==> src/kcl_pkg.sv <==
// kcl_pkg: types, codes and reset constants of the keypad code lock.
// Depends on nothing; used by kcl_step, keypad_code_lock_core and kcl_checker.
package kcl_pkg;

    localparam int KCL_CODE_LENGTH = 6;

    localparam int CODE_W    = 24;
    localparam int TIMEOUT_W = 16;
    localparam int KEY_W     = 4;
    localparam int STATUS_W  = 3;
    localparam int EPOS_W    = 3;
    localparam int IN_DATA_W  = 8;   // key_code padded to a byte
    localparam int OUT_DATA_W = 16;  // status, echo_position, echo_digit padded
    localparam int APB_DATA_W = 32;
    localparam int APB_ADDR_W = 3;

    localparam logic [CODE_W-1:0]    STORED_CODE_RESET = 24'h443102;
    localparam logic [TIMEOUT_W-1:0] TIMEOUT_RESET     = 16'd60000;
    localparam logic [KEY_W-1:0]     DIGIT_MAX         = 4'd9;

    // Input kinds
    localparam logic KIND_TICK = 1'b0;
    localparam logic KIND_KEY  = 1'b1;

    // Register word index (paddr[2])
    localparam logic REG_STORED_CODE = 1'b0;
    localparam logic REG_TIMEOUT     = 1'b1;

    typedef logic [STATUS_W-1:0] kcl_status_t;

    localparam kcl_status_t ST_NONE     = 3'd0;
    localparam kcl_status_t ST_DIGIT    = 3'd1;
    localparam kcl_status_t ST_UNLOCKED = 3'd2;
    localparam kcl_status_t ST_DENIED   = 3'd3;
    localparam kcl_status_t ST_TIMEOUT  = 3'd4;

    typedef struct packed {
        logic [KEY_W-1:0]  echo_digit;
        logic [EPOS_W-1:0] echo_position;
        kcl_status_t       status;
    } kcl_result_t;

    typedef struct packed {
        logic                 entering;
        logic                 digit_we;
        logic [TIMEOUT_W-1:0] idle_count;
    } kcl_update_t;

endpackage

==> src/keypad_code_lock_core.sv <==
// Keypad code lock core: a request passes the input register, then the result
// register, before m_tvalid; throughput one request per cycle while m_tready keeps
// up, as the entry state (position, idle counter, flag) updates once per request.
// Reset (rst_n low, asynchronous) empties both stages, returns to idle with
// position and idle counter zero, and loads the register reset values; the
// digit store is not reset.
// Depends on kcl_pkg and kcl_step.
module keypad_code_lock_core #(
    parameter int CODE_LENGTH = kcl_pkg::KCL_CODE_LENGTH
) (
    input  logic                            clk,
    input  logic                            rst_n,
    // request stream in
    input  logic                            s_tvalid,
    output logic                            s_tready,
    input  logic [kcl_pkg::IN_DATA_W-1:0]   s_tdata,   // [3:0] key_code, [7:4] zero
    input  logic                            s_tuser,   // [0] kind
    // result stream out
    output logic                            m_tvalid,
    input  logic                            m_tready,
    output logic [kcl_pkg::OUT_DATA_W-1:0]  m_tdata,   // [2:0] status, [5:3] echo_position,
                                                       // [9:6] echo_digit, [15:10] zero
    // configuration
    input  logic                            psel,
    input  logic                            penable,
    input  logic                            pwrite,
    input  logic [kcl_pkg::APB_ADDR_W-1:0]  paddr,
    input  logic [kcl_pkg::APB_DATA_W-1:0]  pwdata,
    output logic [kcl_pkg::APB_DATA_W-1:0]  prdata,
    output logic                            pready
);
    import kcl_pkg::*;

    localparam int IDX_W = (CODE_LENGTH > 1) ? $clog2(CODE_LENGTH) : 1;

    // Configuration registers
    logic [CODE_W-1:0]    stored_code_reg;
    logic [TIMEOUT_W-1:0] timeout_reg;
    logic                 cfg_write;

    // Input stage
    logic             in_valid_reg;
    logic             in_kind_reg;
    logic [KEY_W-1:0] in_key_reg;

    // Entry state
    logic                     entering_reg;
    logic [IDX_W-1:0]         position_reg;
    logic [TIMEOUT_W-1:0]     idle_count_reg;
    logic [4*CODE_LENGTH-1:0] digits_reg;

    // Result stage
    logic        out_valid_reg;
    kcl_result_t out_data_reg;

    logic             advance;
    logic             fire;
    logic [IDX_W-1:0] wr_index;
    logic [IDX_W-1:0] position_next;
    kcl_update_t      update;
    kcl_result_t      result;

    // ------------------------------------------------------------------
    // APB: pready is tied high, a write lands on the access phase.
    // Decode on the word index; byte lanes inside a word are not decoded.
    // ------------------------------------------------------------------
    assign pready    = 1'b1;
    assign cfg_write = psel && penable && pwrite && pready;

    always_ff @(posedge clk or negedge rst_n)
    begin
        if (!rst_n)
        begin
            stored_code_reg <= STORED_CODE_RESET;
            timeout_reg     <= TIMEOUT_RESET;
        end
        else if (cfg_write)
        begin
            case (paddr[2])
                REG_STORED_CODE: stored_code_reg <= pwdata[CODE_W-1:0];
                REG_TIMEOUT:     timeout_reg     <= pwdata[TIMEOUT_W-1:0];
                default:         ;
            endcase
        end
    end

    always_comb
    begin
        case (paddr[2])
            REG_STORED_CODE: prdata = {{(APB_DATA_W - CODE_W){1'b0}}, stored_code_reg};
            REG_TIMEOUT:     prdata = {{(APB_DATA_W - TIMEOUT_W){1'b0}}, timeout_reg};
            default:         prdata = '0;
        endcase
    end

    // ------------------------------------------------------------------
    // Handshake: the result register frees whenever it is empty or taken,
    // and the input register refills in the same cycle it drains, so one
    // request per cycle flows while the consumer keeps up.
    // ------------------------------------------------------------------
    assign advance  = !out_valid_reg || m_tready;
    assign fire     = in_valid_reg && advance;
    assign s_tready = !in_valid_reg || advance;

    always_ff @(posedge clk or negedge rst_n)
    begin
        if (!rst_n)
            in_valid_reg <= 1'b0;
        else if (s_tready)
            in_valid_reg <= s_tvalid;
    end

    // Payload: hold while stalled, capture on every accepted request.
    always_ff @(posedge clk)
    begin
        if (s_tvalid && s_tready)
        begin
            in_kind_reg <= s_tuser;
            in_key_reg  <= s_tdata[KEY_W-1:0];
        end
    end

    // ------------------------------------------------------------------
    // Evaluation of the request held in the input register
    // ------------------------------------------------------------------
    kcl_step #(
        .CODE_LENGTH (CODE_LENGTH),
        .IDX_W       (IDX_W)
    ) u_step (
        .kind          (in_kind_reg),
        .key_code      (in_key_reg),
        .entering      (entering_reg),
        .position      (position_reg),
        .idle_count    (idle_count_reg),
        .digits        (digits_reg),
        .stored_code   (stored_code_reg),
        .timeout_ticks (timeout_reg),
        .wr_index      (wr_index),
        .position_next (position_next),
        .update        (update),
        .result        (result)
    );

    // Advance the entry state only when the request moves on to the result stage.
    always_ff @(posedge clk or negedge rst_n)
    begin
        if (!rst_n)
        begin
            entering_reg   <= 1'b0;
            position_reg   <= '0;
            idle_count_reg <= '0;
        end
        else if (fire)
        begin
            entering_reg   <= update.entering;
            position_reg   <= position_next;
            idle_count_reg <= update.idle_count;
        end
    end

    // Digit store: written only at positions of the current entry.
    always_ff @(posedge clk)
    begin
        if (fire && update.digit_we)
            digits_reg[wr_index*4 +: 4] <= in_key_reg;
    end

    // ------------------------------------------------------------------
    // Result register
    // ------------------------------------------------------------------
    always_ff @(posedge clk or negedge rst_n)
    begin
        if (!rst_n)
            out_valid_reg <= 1'b0;
        else if (advance)
            out_valid_reg <= in_valid_reg;
    end

    always_ff @(posedge clk)
    begin
        if (fire)
            out_data_reg <= result;
    end

    assign m_tvalid = out_valid_reg;
    assign m_tdata  = {{(OUT_DATA_W - $bits(kcl_result_t)){1'b0}}, out_data_reg};

endmodule

==> src/kcl_step.sv <==
// kcl_step: combinational per-request evaluation of the code lock.
// Depends on kcl_pkg; instantiated by keypad_code_lock_core.
module kcl_step #(
    parameter int CODE_LENGTH = kcl_pkg::KCL_CODE_LENGTH,
    parameter int IDX_W       = (CODE_LENGTH > 1) ? $clog2(CODE_LENGTH) : 1
) (
    input  logic                         kind,
    input  logic [kcl_pkg::KEY_W-1:0]    key_code,
    input  logic                         entering,
    input  logic [IDX_W-1:0]             position,
    input  logic [kcl_pkg::TIMEOUT_W-1:0] idle_count,
    input  logic [4*CODE_LENGTH-1:0]     digits,
    input  logic [kcl_pkg::CODE_W-1:0]   stored_code,
    input  logic [kcl_pkg::TIMEOUT_W-1:0] timeout_ticks,
    output logic [IDX_W-1:0]             wr_index,
    output logic [IDX_W-1:0]             position_next,
    output kcl_pkg::kcl_update_t         update,
    output kcl_pkg::kcl_result_t         result
);
    import kcl_pkg::*;

    localparam logic [IDX_W-1:0] LAST_POS = IDX_W'(CODE_LENGTH - 1);

    logic [IDX_W-1:0]     cur_pos;
    logic                 last_digit;
    logic                 is_digit;
    logic                 mismatch;
    logic [63:0]          code_ext;
    logic [KEY_W-1:0]     entered;
    logic [KEY_W-1:0]     expected;
    logic [TIMEOUT_W-1:0] count_inc;

    // A new entry always starts at the first position.
    assign cur_pos    = entering ? position : '0;
    assign last_digit = (cur_pos == LAST_POS);
    assign is_digit   = (kind == KIND_KEY) && (key_code <= DIGIT_MAX);
    assign code_ext   = {{(64 - CODE_W){1'b0}}, stored_code};
    assign count_inc  = (idle_count == '1) ? idle_count : idle_count + 16'd1;
    assign wr_index   = cur_pos;

    // Compare the whole entry; the final digit comes straight from the key.
    always_comb
    begin
        mismatch = 1'b0;
        entered  = '0;
        expected = '0;
        for (int k = 0; k < CODE_LENGTH; k++)
        begin
            entered  = (k == CODE_LENGTH - 1) ? key_code : digits[4*k +: 4];
            expected = code_ext[4*(CODE_LENGTH-1-k) +: 4];
            if (entered != expected)
                mismatch = 1'b1;
        end
    end

    always_comb
    begin
        result               = '0;
        update.entering      = entering;
        update.digit_we      = 1'b0;
        update.idle_count    = idle_count;
        position_next        = position;
        if (is_digit)
        begin
            update.digit_we      = 1'b1;
            update.idle_count    = '0;
            result.echo_position = EPOS_W'(cur_pos);
            result.echo_digit    = key_code;
            if (last_digit)
            begin
                result.status   = mismatch ? ST_DENIED : ST_UNLOCKED;
                update.entering = 1'b0;
                position_next   = '0;
            end
            else
            begin
                result.status   = ST_DIGIT;
                update.entering = 1'b1;
                position_next   = IDX_W'(cur_pos + 1'b1);
            end
        end
        else if ((kind == KIND_TICK) && entering)
        begin
            update.idle_count = count_inc;
            if (count_inc >= timeout_ticks)
            begin
                result.status     = ST_TIMEOUT;
                update.entering   = 1'b0;
                update.idle_count = '0;
                position_next     = '0;
            end
        end
    end

endmodule

==> config.mk <==
export PLATFORM = sky130hd
export DESIGN_NAME = keypad_code_lock_core
export DESIGN_NICKNAME = d
export VERILOG_FILES = /design/src/kcl_pkg.sv /design/src/keypad_code_lock_core.sv /design/src/kcl_step.sv
export SDC_FILE = /design/constraint.sdc
export NUM_CORES = 1
export LEC_CHECK = 0
export ABC_CLOCK_PERIOD_IN_PS = 3600
export BUFFER_PORTS_ARGS = -buffer_cell sky130_fd_sc_hd__buf_2
export CORE_MARGIN = 2
export CORE_UTILIZATION = 56
export CTS_BUF_LIST = sky130_fd_sc_hd__clkbuf_8 sky130_fd_sc_hd__clkbuf_16
export DETAILED_ROUTE_END_ITERATION = 12
export PLACE_DENSITY_LB_ADDON = 0.15
export SYNTH_ARGS = -nofsm -noshare
export SYNTH_HDL_FRONTEND = slang
export SYNTH_SLANG_ARGS = --single-unit
==> constraint.sdc <==
create_clock -name clk -period 3.6 [get_ports clk]
set_input_delay 0.18 -clock clk [delete_from_list [all_inputs] [get_ports clk]]
set_output_delay 0.18 -clock clk [all_outputs]
set_load 0.005 [all_outputs]
==> results.json <==
{
  "outcome": "complete, no violations",
  "root_buffer": "clkbuf_8",
  "crit_path_end_kind": "register",
  "path_class": "reg -> reg",
  "area_growth_pct": 14.0,
  "fin_crit_sh_pct": 93.6,
  "dieHeight_um": 101,
  "insertion_delay_ps": 390,
  "wire_per_inst_um": 17.4,
  "rows": 35,
  "largest_reg_flops": 24,
  "dr.pass1.iters": 4,
  "htreeDepth": 3,
  "grt_pass1_vias": 3818,
  "synth.area.top_cells": "dfrtp_1, edfxtp_1, mux2_2",
  "worstHoldPathType": "in -> reg",
  "skew_ps": 17.2,
  "num_vias": 3693,
  "synth-edff-count": 35,
  "drc": 0,
  "hpwl_mm": 8.48,
  "cts_inserted_buffers": 9,
  "path_max_fanout": 22,
  "grt_overflow": 0,
  "synth_top_family_by_area": "simple AND/OR/NAND/NOR gates",
  "synth_xor_area_share_pct": 5.52,
  "fin_ws_ps": 231,
  "drive_gt1_share_pct": 32.8,
  "floorplan.die_area_sq_um": 10100,
  "dpl_worst_slack_ps": 198,
  "synth_top_area_share_pct": 23.4,
  "drt_iter0_markers": 89,
  "avgSynthCellArea_sq_um": 11.5,
  "routed_wl_mm": 11.5,
  "grt_usage_pct": 24.3,
  "yosysUniqueCellTypes": 51,
  "initial_core_util_pct": 57.2,
  "p_leak_nw": 2.66,
  "max_clock_freq_mhz": 297,
  "post_cts_buffers": 0,
  "tightest_slew_ps": 971,
  "layout_commonest_cell": "buf_2",
  "antenna_found_initial": 0,
  "required_ps": 3900,
  "netlist_area_sq_um": 5240,
  "nNetsFinal": 616,
  "synth_cells": 454,
  "synth_top_area_cell": "dfrtp_1",
  "ir_drop_v": 0.000373,
  "cp-start-kind": "register",
  "power_density_nw_per_um2": 477,
  "drv_cap": 0,
  "synth_fa_ha_area_share_pct": 5.02,
  "crit_arrival_ps": 3670,
  "r2r_cells": 13,
  "routed_via_density": 5.60,
  "synth_seq_area_share_pct": 50.0,
  "cts_tree": "built",
  "period_needed_ps": 3370,
  "slew_headroom_pct": 35.3,
  "coreArea_sq_um": 9150,
  "routabilityCongestion": 0.872,
  "dieWidth_um": 101,
  "synth_seq_cells": 97,
  "synth-compound-area-share_pct": 6.84,
  "cts_max_path_buffers": 2,
  "cts.clk_slew.worst_paths_ps": 100,
  "power_mw": 2.85,
  "diodes": 0,
  "ant_nets": 0,
  "pin_count": 102,
  "clock-sinks": 97,
  "setup_viol": 0,
  "grt_pass1_wl_mm": 18.5,
  "muxShareOfSynthArea_pct": 12.7,
  "reg2reg_slack_ps": 230,
  "numPortBuffers": 72,
  "drv_slew": 0,
  "final_cell_mix": "buf_2, mux2_2, dfrtp_1, edfxtp_1, inv_1",
  "postSynth.topFlopCell": "dfrtp_1",
  "ys.warnings.count": 0,
  "synth_async_sr_flop_share_pct": 63.9,
  "min_delay_path_depth": 2,
  "grt_max_degree": 42,
  "finalHoldViolations": 0,
  "synth-simple-area-share_pct": 15.0
}
## metal layers
metal  vias up  wire [um]  part of all wire (%)  GRT usage, %
met3        17        318                   2.8          5.41
li1       1780          -                     -             -
met5         -          0                     0             0
met4         0        215                   1.9          8.43
met1      1830       4860                    42          28.6
met2        66       6090                    53          43.5
## worst max-delay path, stage by stage, from the launching register on
cell and delay [ps]:
dfrtp_1 430, ha_1 240, and3_1 260, a21oi_2 240, and3_1 240, xor2_1 190
ha_1 270, a21oi_1 130, nor3_1 80, or4_4 510, nor3_4 210, buf_12 180
o21ai_0 100, a31oi_1 180
## final cells by class
type,instances,area [sq um]
repair buffers,90,526
well taps,111,139
clock buffers,9,124
flip-flops and latches,97,2620
multi-input cells,325,2440
fillers,741,3180
clock inverters,7,41.3
inverters,21,78.8
## kinds of logic (layout without fill, tap and decap cells)
logic type / count (synthesis) / count (layout)
other cells: 2 / 15
buf+inv: 45 / 127
compound gates: 55 / 55
xor+xnor: 33 / 33
simple gates: 142 / 142
fa+ha+maj: 21 / 21
mux: 59 / 59
flops: 97 / 97
## metrics by stage
stage	util [%]	instance area (sq um)	hold slack (ps)	instances	setup TNS [ps]
final	65.2	5970	17.4	660	0
after global routing	65.2	5970	5.68	660	-12.0
after CTS	64.9	5940	12.7	660	0
after detailed placement	62.4	5710	358	637	0
after global placement	62.4	5710	357	637	0
after floorplan	-	5280	-116	467	0
## final timing paths
kind,startpoint,to
setup / recovery,idle_count_reg[1],idle_count_reg[6]
hold / removal,pwdata[22],stored_code_reg[22]
setup reg to reg,idle_count_reg[1],idle_count_reg[6]
hold reg to reg,position_reg[0],position_reg[0]
max in group asynchronous,rst_n,timeout_reg[13]
min in group asynchronous,rst_n,timeout_reg[0]
## power breakdown
| part | internal (mW) | switching (mW) | total, mW |
|---|---|---|---|
| Combinational | 0.383 | 0.363 | 0.746 |
| Sequential | 1.32 | 0.136 | 1.46 |
| Clock | 0.248 | 0.392 | 0.640 |
| Total | 1.96 | 0.891 | 2.85 |
## synth_stat cells (2+ instances only)
master and number:
nand4_1 9, buf_4 15, inv_1 21, a22o_1 8
nor2b_1 8, nand2b_1 8, o21ai_0 9, nand3b_1 2
nor2_1 24, and2_1 20, xnor2_1 20, nor4_1 5
mux2_2 58, nor3_1 10, a21oi_1 17, ha_1 21
nand3_1 12, and4_1 3, o21ai_1 2, edfxtp_1 35
conb_1 2, clkbuf_1 5, o21a_1 3, dfrtp_1 49
or3_1 2, dfstp_2 13, a31oi_1 8, xor2_1 13
nand2_1 23, and3_1 8
## timing repair
action | CTS | global route
setup endpoints to repair | 0 | 12
gates resized for setup | 0 | 7
hold endpoints to repair | 40 | 0
hold buffers | 7 | 0
(Power assumes the default switching activity.)
